==> config.mk <==
export PLATFORM = sky130hd
export DESIGN_NAME = axis_deadzone_ramp_conditioner_flat
export DESIGN_NICKNAME = d
export VERILOG_FILES = /design/src/rtl/adrc_pkg.sv /design/src/rtl/adrc_channels.sv /design/src/rtl/adrc_csr_regs.sv /design/src/rtl/adrc_speed_calc.sv /design/src/rtl/axis_deadzone_ramp_conditioner.sv /design/src/flat_wrapper.sv
export SDC_FILE = /design/constraint.sdc
export NUM_CORES = 1
export LEC_CHECK = 0
export ABC_AREA = 0
export BUFFER_PORTS_ARGS = -buffer_cell sky130_fd_sc_hd__buf_4
export CORE_MARGIN = 1
export CORE_UTILIZATION = 60
export DETAILED_ROUTE_END_ITERATION = 16
export PLACE_DENSITY = 0.77
export SYNTH_ARGS = -nofsm -noshare
export SYNTH_HDL_FRONTEND = slang
export SYNTH_SLANG_ARGS = --single-unit
==> constraint.sdc <==
create_clock -name clock -period 12.5 [get_ports clock]
set_input_delay 0.625 -clock clock [delete_from_list [all_inputs] [get_ports clock]]
set_output_delay 0.625 -clock clock [all_outputs]
set_load 0.005 [all_outputs]
==> src/rtl/adrc_pkg.sv <==
// shared types, constants and helpers for the axis dead-zone ramp conditioner
package adrc_pkg;

   localparam int AXIS_W  = 16;
   localparam int SPEED_W = 16;
   localparam int STEP_W  = 15;
   localparam int WIDE_W  = 18;
   localparam int GAIN_W  = 16;
   localparam int SHIFT_W = 16;
   localparam int PROD_W  = 2 * (AXIS_W + 1);

   localparam int CSR_IDX_W  = 3;
   localparam int CSR_DATA_W = 16;

   // register indexes on the csr channel
   localparam logic [CSR_IDX_W-1:0] REG_AXIS_ENABLED  = 3'd0;
   localparam logic [CSR_IDX_W-1:0] REG_AXIS_CENTER   = 3'd1;
   localparam logic [CSR_IDX_W-1:0] REG_DEAD_HALF     = 3'd2;
   localparam logic [CSR_IDX_W-1:0] REG_INVERT_AXIS   = 3'd3;
   localparam logic [CSR_IDX_W-1:0] REG_JOYSTICK_GAIN = 3'd4;
   localparam logic [CSR_IDX_W-1:0] REG_ACCELERATION  = 3'd5;
   localparam logic [CSR_IDX_W-1:0] REG_DECELERATION  = 3'd6;
   localparam logic [CSR_IDX_W-1:0] REG_MAX_SPEED     = 3'd7;

   // register reset values
   localparam logic [AXIS_W-1:0] RST_AXIS_CENTER   = 16'd32768;
   localparam logic [AXIS_W-1:0] RST_DEAD_HALF     = 16'd1638;
   localparam logic [GAIN_W-1:0] RST_JOYSTICK_GAIN = 16'd4096;
   localparam logic [STEP_W-1:0] RST_ACCELERATION  = 15'd41;
   localparam logic [STEP_W-1:0] RST_DECELERATION  = 15'd41;
   localparam logic [STEP_W-1:0] RST_MAX_SPEED     = 15'd4096;

   // 0.01 in q4.12, the snap-to-zero window
   localparam logic signed [WIDE_W-1:0] SNAP_LIMIT = 18'sd41;
   localparam logic signed [WIDE_W-1:0] SPEED_HI   = 18'sd32767;
   localparam logic signed [WIDE_W-1:0] SPEED_LO   = -18'sd32768;

   typedef struct packed {
      logic              axis_enabled;
      logic [AXIS_W-1:0] axis_center;
      logic [AXIS_W-1:0] dead_half;
      logic              invert_axis;
      logic [GAIN_W-1:0] joystick_gain;
      logic [STEP_W-1:0] acceleration;
      logic [STEP_W-1:0] deceleration;
      logic [STEP_W-1:0] max_speed;
   } cfg_type;

   function automatic logic signed [SPEED_W-1:0] sat_speed(input logic signed [WIDE_W-1:0] v);
      logic signed [SPEED_W-1:0] r;
      if (v > SPEED_HI) begin
         r = SPEED_HI[SPEED_W-1:0];
      end else if (v < SPEED_LO) begin
         r = SPEED_LO[SPEED_W-1:0];
      end else begin
         r = v[SPEED_W-1:0];
      end
      return r;
   endfunction

endpackage

==> src/rtl/adrc_channels.sv <==
// valid/ready channel interfaces: sample items, speed items, register writes
interface adrc_req_if;
   logic                          valid;
   logic                          ready;
   logic [adrc_pkg::AXIS_W-1:0]   raw_axis;
   logic                          key_up;
   logic                          key_down;

   modport source(output valid, raw_axis, key_up, key_down, input ready);
   modport sink(input valid, raw_axis, key_up, key_down, output ready);
endinterface

interface adrc_rsp_if;
   logic                          valid;
   logic                          ready;
   logic [adrc_pkg::SPEED_W-1:0]  speed;
   logic                          joystick_active;

   modport source(output valid, speed, joystick_active, input ready);
   modport sink(input valid, speed, joystick_active, output ready);
endinterface

interface adrc_csr_if;
   logic                            valid;
   logic                            ready;
   logic [adrc_pkg::CSR_IDX_W-1:0]  index;
   logic [adrc_pkg::CSR_DATA_W-1:0] data;

   modport source(output valid, index, data, input ready);
   modport sink(input valid, index, data, output ready);
endinterface

==> src/rtl/adrc_csr_regs.sv <==
// configuration register file written over the csr channel
module adrc_csr_regs (
   input  logic              clock,
   input  logic              reset,
   adrc_csr_if.sink          csr_bus,
   output adrc_pkg::cfg_type cfg
);
   import adrc_pkg::*;

   cfg_type cfg_ff;
   cfg_type cfg_in;
   logic    wr_en;

   assign csr_bus.ready = 1'b1;
   assign wr_en         = csr_bus.valid;
   assign cfg           = cfg_ff;

   always_comb begin
      cfg_in = cfg_ff;
      if (wr_en) begin
         unique case (csr_bus.index)
            REG_AXIS_ENABLED:  cfg_in.axis_enabled  = csr_bus.data[0];
            REG_AXIS_CENTER:   cfg_in.axis_center   = csr_bus.data[AXIS_W-1:0];
            REG_DEAD_HALF:     cfg_in.dead_half     = csr_bus.data[AXIS_W-1:0];
            REG_INVERT_AXIS:   cfg_in.invert_axis   = csr_bus.data[0];
            REG_JOYSTICK_GAIN: cfg_in.joystick_gain = csr_bus.data[GAIN_W-1:0];
            REG_ACCELERATION:  cfg_in.acceleration  = csr_bus.data[STEP_W-1:0];
            REG_DECELERATION:  cfg_in.deceleration  = csr_bus.data[STEP_W-1:0];
            REG_MAX_SPEED:     cfg_in.max_speed     = csr_bus.data[STEP_W-1:0];
            default:           cfg_in = cfg_ff;
         endcase
      end
   end

   always_ff @(posedge clock) begin
      if (reset) begin
         cfg_ff.axis_enabled  <= 1'b0;
         cfg_ff.axis_center   <= RST_AXIS_CENTER;
         cfg_ff.dead_half     <= RST_DEAD_HALF;
         cfg_ff.invert_axis   <= 1'b0;
         cfg_ff.joystick_gain <= RST_JOYSTICK_GAIN;
         cfg_ff.acceleration  <= RST_ACCELERATION;
         cfg_ff.deceleration  <= RST_DECELERATION;
         cfg_ff.max_speed     <= RST_MAX_SPEED;
      end else begin
         cfg_ff <= cfg_in;
      end
   end

endmodule

==> src/rtl/adrc_speed_calc.sv <==
// next-speed logic: dead-zone test, joystick scaling, key ramp and idle decay
module adrc_speed_calc (
   input  adrc_pkg::cfg_type                  cfg,
   input  logic [adrc_pkg::AXIS_W-1:0]        raw_axis,
   input  logic                               key_up,
   input  logic                               key_down,
   input  logic signed [adrc_pkg::SPEED_W-1:0] speed_cur,
   output logic signed [adrc_pkg::SPEED_W-1:0] speed_next,
   output logic                               joystick_active
);
   import adrc_pkg::*;

   logic signed [WIDE_W-1:0]   sample_w;
   logic signed [WIDE_W-1:0]   center_w;
   logic signed [WIDE_W-1:0]   dead_w;
   logic signed [WIDE_W-1:0]   bound_hi;
   logic signed [WIDE_W-1:0]   bound_lo;
   logic signed [AXIS_W:0]     diff;
   logic signed [PROD_W-1:0]   prod;
   logic signed [WIDE_W-1:0]   scaled;
   logic signed [WIDE_W-1:0]   joy_val;
   logic signed [WIDE_W-1:0]   cur_w;
   logic signed [WIDE_W-1:0]   acc_w;
   logic signed [WIDE_W-1:0]   dec_w;
   logic signed [WIDE_W-1:0]   max_w;
   logic                       outside;

   // bounds kept at full precision, no wrap
   assign sample_w = $signed({{(WIDE_W-AXIS_W){1'b0}}, raw_axis});
   assign center_w = $signed({{(WIDE_W-AXIS_W){1'b0}}, cfg.axis_center});
   assign dead_w   = $signed({{(WIDE_W-AXIS_W){1'b0}}, cfg.dead_half});
   assign bound_hi = center_w + dead_w;
   assign bound_lo = center_w - dead_w;
   assign outside  = cfg.axis_enabled && ((sample_w > bound_hi) || (sample_w < bound_lo));

   // arithmetic shift of the product floors toward minus infinity
   assign diff    = $signed({1'b0, raw_axis}) - $signed({1'b0, cfg.axis_center});
   assign prod    = diff * $signed({1'b0, cfg.joystick_gain});
   assign scaled  = prod[SHIFT_W +: WIDE_W];
   assign joy_val = cfg.invert_axis ? -scaled : scaled;

   assign cur_w = {{(WIDE_W-SPEED_W){speed_cur[SPEED_W-1]}}, speed_cur};
   assign acc_w = $signed({{(WIDE_W-STEP_W){1'b0}}, cfg.acceleration});
   assign dec_w = $signed({{(WIDE_W-STEP_W){1'b0}}, cfg.deceleration});
   assign max_w = $signed({{(WIDE_W-STEP_W){1'b0}}, cfg.max_speed});

   always_comb begin
      speed_next      = speed_cur;
      joystick_active = 1'b0;
      if (outside) begin
         speed_next      = sat_speed(joy_val);
         joystick_active = 1'b1;
      end else if (key_up) begin
         // up key wins when both are held
         if (cur_w < max_w) begin
            speed_next = sat_speed(cur_w + acc_w);
         end
      end else if (key_down) begin
         if (cur_w > -max_w) begin
            speed_next = sat_speed(cur_w - acc_w);
         end
      end else begin
         if (cur_w <= -SNAP_LIMIT) begin
            speed_next = sat_speed(cur_w + dec_w);
         end else if (cur_w >= SNAP_LIMIT) begin
            speed_next = sat_speed(cur_w - dec_w);
         end else begin
            speed_next = '0;
         end
      end
   end

endmodule

==> src/rtl/axis_deadzone_ramp_conditioner.sv <==
// top level: input stage, speed update with its state, output stage
//
//  channel   dir   payload                                  handshake
//  req_bus   in    raw_axis[15:0], key_up, key_down         valid/ready
//  rsp_bus   out   speed[15:0] signed q4.12, joystick_active valid/ready
//  csr_bus   in    index[2:0], data[15:0]                   valid/ready, always ready
//
// one item per cycle sustained while rsp_bus is not stalled; a taken item
// passes the input register, then the speed logic into the output register,
// before it shows on rsp_bus
// the speed state is updated as an item moves into the output register, so
// the loop from speed_ff through the ramp and decay logic sets the rate
// reset (synchronous) empties both stages, zeroes the speed, loads register defaults
// a stalled rsp_bus holds its item; req_bus still takes one more item into
// the input stage while that stage is empty
module axis_deadzone_ramp_conditioner (
   input  logic        clock,
   input  logic        reset,
   adrc_req_if.sink    req_bus,
   adrc_rsp_if.source  rsp_bus,
   adrc_csr_if.sink    csr_bus
);
   import adrc_pkg::*;

   cfg_type cfg;

   // input stage
   logic                in_valid_ff;
   logic                in_valid_in;
   logic [AXIS_W-1:0]   raw_ff;
   logic                up_ff;
   logic                down_ff;

   // output stage
   logic                      out_valid_ff;
   logic                      out_valid_in;
   logic signed [SPEED_W-1:0] out_speed_ff;
   logic                      out_joy_ff;

   // speed state carried from tick to tick
   logic signed [SPEED_W-1:0] speed_ff;
   logic signed [SPEED_W-1:0] speed_in;
   logic                      joy_in;

   logic req_take;
   logic out_free;
   logic advance;

   adrc_csr_regs u_regs (
      .clock   (clock),
      .reset   (reset),
      .csr_bus (csr_bus),
      .cfg     (cfg)
   );

   adrc_speed_calc u_calc (
      .cfg             (cfg),
      .raw_axis        (raw_ff),
      .key_up          (up_ff),
      .key_down        (down_ff),
      .speed_cur       (speed_ff),
      .speed_next      (speed_in),
      .joystick_active (joy_in)
   );

   // output stage frees up when empty or being drained this cycle
   assign out_free      = !out_valid_ff || rsp_bus.ready;
   assign advance       = in_valid_ff && out_free;
   assign req_bus.ready = !in_valid_ff || out_free;
   assign req_take      = req_bus.valid && req_bus.ready;

   assign in_valid_in  = req_take || (in_valid_ff && !advance);
   assign out_valid_in = advance || (out_valid_ff && !rsp_bus.ready);

   always_ff @(posedge clock) begin
      if (reset) begin
         in_valid_ff  <= 1'b0;
         out_valid_ff <= 1'b0;
         speed_ff     <= '0;
      end else begin
         in_valid_ff  <= in_valid_in;
         out_valid_ff <= out_valid_in;
         if (advance) begin
            speed_ff <= speed_in;
         end
      end
   end

   // payload registers, no reset needed
   always_ff @(posedge clock) begin
      if (req_take) begin
         raw_ff  <= req_bus.raw_axis;
         up_ff   <= req_bus.key_up;
         down_ff <= req_bus.key_down;
      end
      if (advance) begin
         out_speed_ff <= speed_in;
         out_joy_ff   <= joy_in;
      end
   end

   assign rsp_bus.valid           = out_valid_ff;
   assign rsp_bus.speed           = out_speed_ff;
   assign rsp_bus.joystick_active = out_joy_ff;

endmodule

==> src/flat_wrapper.sv <==
// flat-port wrapper written by rule: the top's interface ports become plain ports
module axis_deadzone_ramp_conditioner_flat import adrc_pkg::*;
  (clock, reset, req_bus_valid, req_bus_raw_axis, req_bus_key_up, req_bus_key_down, req_bus_ready, rsp_bus_valid, rsp_bus_speed, rsp_bus_joystick_active, rsp_bus_ready, csr_bus_valid, csr_bus_index, csr_bus_data, csr_bus_ready);
  adrc_req_if req_bus_i ();
  adrc_rsp_if rsp_bus_i ();
  adrc_csr_if csr_bus_i ();
  input  logic clock;
  input  logic reset;
  input wire logic [$bits(req_bus_i.valid)-1:0] req_bus_valid;
  input wire logic [$bits(req_bus_i.raw_axis)-1:0] req_bus_raw_axis;
  input wire logic [$bits(req_bus_i.key_up)-1:0] req_bus_key_up;
  input wire logic [$bits(req_bus_i.key_down)-1:0] req_bus_key_down;
  output wire logic [$bits(req_bus_i.ready)-1:0] req_bus_ready;
  output wire logic [$bits(rsp_bus_i.valid)-1:0] rsp_bus_valid;
  output wire logic [$bits(rsp_bus_i.speed)-1:0] rsp_bus_speed;
  output wire logic [$bits(rsp_bus_i.joystick_active)-1:0] rsp_bus_joystick_active;
  input wire logic [$bits(rsp_bus_i.ready)-1:0] rsp_bus_ready;
  input wire logic [$bits(csr_bus_i.valid)-1:0] csr_bus_valid;
  input wire logic [$bits(csr_bus_i.index)-1:0] csr_bus_index;
  input wire logic [$bits(csr_bus_i.data)-1:0] csr_bus_data;
  output wire logic [$bits(csr_bus_i.ready)-1:0] csr_bus_ready;
  assign req_bus_i.valid = req_bus_valid;
  assign req_bus_i.raw_axis = req_bus_raw_axis;
  assign req_bus_i.key_up = req_bus_key_up;
  assign req_bus_i.key_down = req_bus_key_down;
  assign req_bus_ready = req_bus_i.ready;
  assign rsp_bus_valid = rsp_bus_i.valid;
  assign rsp_bus_speed = rsp_bus_i.speed;
  assign rsp_bus_joystick_active = rsp_bus_i.joystick_active;
  assign rsp_bus_i.ready = rsp_bus_ready;
  assign csr_bus_i.valid = csr_bus_valid;
  assign csr_bus_i.index = csr_bus_index;
  assign csr_bus_i.data = csr_bus_data;
  assign csr_bus_ready = csr_bus_i.ready;
  axis_deadzone_ramp_conditioner u_core (.clock(clock), .reset(reset), .req_bus(req_bus_i), .rsp_bus(rsp_bus_i), .csr_bus(csr_bus_i));
endmodule
==> flow_summary.ini <==
[sta]
grt_setup_unrepaired = no
slew_headroom = 0.172
tns_ns = 0
timing.final.crit_share = 0.929
setup_viol = 0
max_freq_ghz = 0.0861
period_minus_slack_ns = 11.61
hold_violations = 0
skew_ns = 0.00835
worstMarginPinSlew_ns = 1.24
slew_violations = 0

[setup_path]
crit_required_ns = 12.67
critical_path.slowest_cell = fa_1
arrival_ns = 11.78
crit_fanout = 15
cp-end-kind = flip-flop
r2r_cells = 33
reg2reg_to = u_core.rsp_bus.speed[9]$_DFFE_PP_
r2r_start = u_core.raw_ff[0]$_DFFE_PP_
path_class = reg -> reg
critPathLaunchType = flip-flop
rrSetupSlack_ns = 0.89
crit_path_frequent_cell = fa_1
max_stage_delay_ns = 0.70

[layout]
finish.utilization = 0.644
drive_gt1_frac = 0.0600
fin_nets = 3721
syn_to_final_growth_pct = 5.44
antenna_cells = 0

[clocking]
cts-buffers-inserted = 17
cts_max_path_buffers = 2
clk_latency_ns = 0.46
clk_pin_slew_ns = 0.07
cts-root-buf = clkbuf_16
htree_levels = 4
cts_tree = yes
cts.sinks = 148

[logic_synthesis]
synthCells = 3182
syn_area_per_cell_sq_um = 8.07
async_flop_share = 0
synth_flop_cell = dfxtp_1
synth_seq_area_share = 0.129
yosys-top-cells-area = fa_1 (22%), ha_1 (13%), dfxtp_1 (8.8%), inv_1 (6.8%), nand2_1 (5.4%)
synth_fp_nets = 3768
synth_edf_count = 35
synth_largest_area_cell = fa_1
yosysTopAreaCellShare = 0.216
yosysUniqueCellTypes = 98
synth.most_common_cell = inv_1
synth_area_sq_um = 25700
synth.yosys.warnings = 0
ys_ff_latch = 148
yosys-top-cells-count = inv_1 (464), nand2_1 (371), fa_1 (277)

[floorplan]
initial_utilization = 0.611
coreArea_sq_um = 42000
ios = 62
die_x_um = 209
die_h_um = 209
die-area_sq_um = 43600
num_rows = 75

[global_routing]
busiest_layer = met2
grt_max_degree = 100
grt_util_met3 = 0.0691
grt_antenna_before_repair = 0
grt_pass1_wl_mm = 122
use_met2 = 0.582
overflow = 0
globalRouteMet1Util = 0.468
first_global_vias = 23000
track_usage = 0.356

[placed_design]
numPortBuffers = 60
gp_congestion = 0.973
hpwl_mm = 59.4

[route]
wire_per_inst_um = 20.9
ant_nets = 0
dr.pass1.iters = 6
drt_iter0_markers = 2496
num_vias = 23300
vias_per_cell = 6.31
finalWirelength_mm = 77.1
drc = 0

[worst_hold_path]
min_delay_path_depth = 1
hold_path.class = in -> reg
hold_end = u_core.raw_ff[9]$_DFFE_PP_
holdCritStartpoint = req_bus_raw_axis[9]

[pwr]
p_per_area_nw_per_um2 = 108
p_total_mw = 2.92
ir_worst_vdd_mv = 0.117
p_leak_nw = 12.4

[flow_run]
drv_cap = 0

[status]
status = finished, final reports clean
worst max path at each step:
| stage | endpoint | startpoint | depth (start not counted) |
|---|---|---|---|
| after floorplan | u_core.speed_ff[10]$_SDFFE_PP0P_ | u_core.raw_ff[0]$_DFFE_PP_ | 39 |
| after global placement | u_core.speed_ff[3]$_SDFFE_PP0P_ | u_core.raw_ff[0]$_DFFE_PP_ | 36 |
| after detailed placement | u_core.speed_ff[12]$_SDFFE_PP0P_ | u_core.raw_ff[0]$_DFFE_PP_ | 36 |
| after CTS | u_core.speed_ff[4]$_SDFFE_PP0P_ | u_core.raw_ff[0]$_DFFE_PP_ | 37 |
| after global routing | u_core.speed_ff[12]$_SDFFE_PP0P_ | u_core.raw_ff[0]$_DFFE_PP_ | 37 |
| final | u_core.rsp_bus.speed[9]$_DFFE_PP_ | u_core.raw_ff[0]$_DFFE_PP_ | 33 |
repair_timing:
action / in CTS / in global routing
setup endpoints to repair: 0 / 18
hold buffers: 0 / 0
buffers inserted: 0 / 0
gates resized for setup: 0 / 2
area by class of cell:
| class | instances | area (sq um) |
|---|---|---|
| Clock inverter | 15 | 186 |
| Fill cell | 3575 | 15000 |
| Timing Repair Buffer | 90 | 676 |
| Clock buffer | 17 | 425 |
| Inverter | 466 | 1750 |
| Multi-Input combinational cell | 2412 | 20000 |
| Sequential cell | 148 | 3310 |
| Tap cell | 539 | 674 |
cell families after synthesis:
group,after synthesis,synth area share
compound gates,761,0.200
xor+xnor,111,0.0382
fa+ha+maj,544,0.346
buf+inv,622,0.0929
flops,148,0.129
mux,6,0.00234
other cells,1,0.000146
simple gates,989,0.191
state kept, by name (all words and copies together) (netlist names):
signal and flops:
u_core.in_valid_ff 1, u_core.speed_ff 16, u_core.up_ff 1, u_core.rsp_bus.speed 16, u_core.rsp_bus.valid 1, u_core.raw_ff 16, u_core.down_ff 1, u_core.u_regs.cfg 95
u_core.rsp_bus.joystick_active 1
per-layer routing:
layer  wire length, um  up-vias
li1                  -    10700
met1             31100    11300
met2             35900     1118
met3              7230      211
met4              2780        0
met5                 0        -
critical path: cells and delay by family (launching register included):
family	cells	cell delay, ns
compound gates	15	4.75
fa+ha+maj	9	4.24
simple gates	5	1.20
flops	1	0.34
xor+xnor	1	0.28
buf+inv	2	0.26
mux	1	0.25
power breakdown:
group / internal (mW) / switching [mW] / total, mW / leakage [nW]
combinational: 0.659 / 1.16 / 1.82 / 10.9
sequential: 0.518 / 0.0387 / 0.557 / 1.25
clock: 0.304 / 0.240 / 0.544 / 0.300
total: 1.48 / 1.44 / 2.92 / 12.4
cells in the final DEF, fill, tap and decap left out, types with 30 or more instances in the layout:
cell,synthesis,routed
fa_1,277,277
nor2_1,148,142
and2_1,97,97
nor3_1,43,43
dfxtp_1,113,113
or3_1,30,30
ha_1,267,267
nor2b_1,63,63
xnor2_1,85,83
a21o_1,43,43
buf_4,1,90
o21ai_0,129,129
a21oi_1,244,244
inv_1,464,464
edfxtp_1,35,35
nand3_1,39,39
nand2_1,371,371
nand2b_1,48,48
o211ai_1,30,30
through the flow:
step                std cells  hold WS [ns]  setup WS [ns]  area (sq um)
detailed placement       3655         0.459          0.896         26400
finish                   3687         0.335          0.890         27100
global route             3687         0.316         0.0250         27100
CTS                      3687         0.317          0.821         27000
floorplan                3182         0.436           2.54         25700
global placement         3655         0.447           1.16         26400
Note: power is estimated with default switching activity, not from simulation.
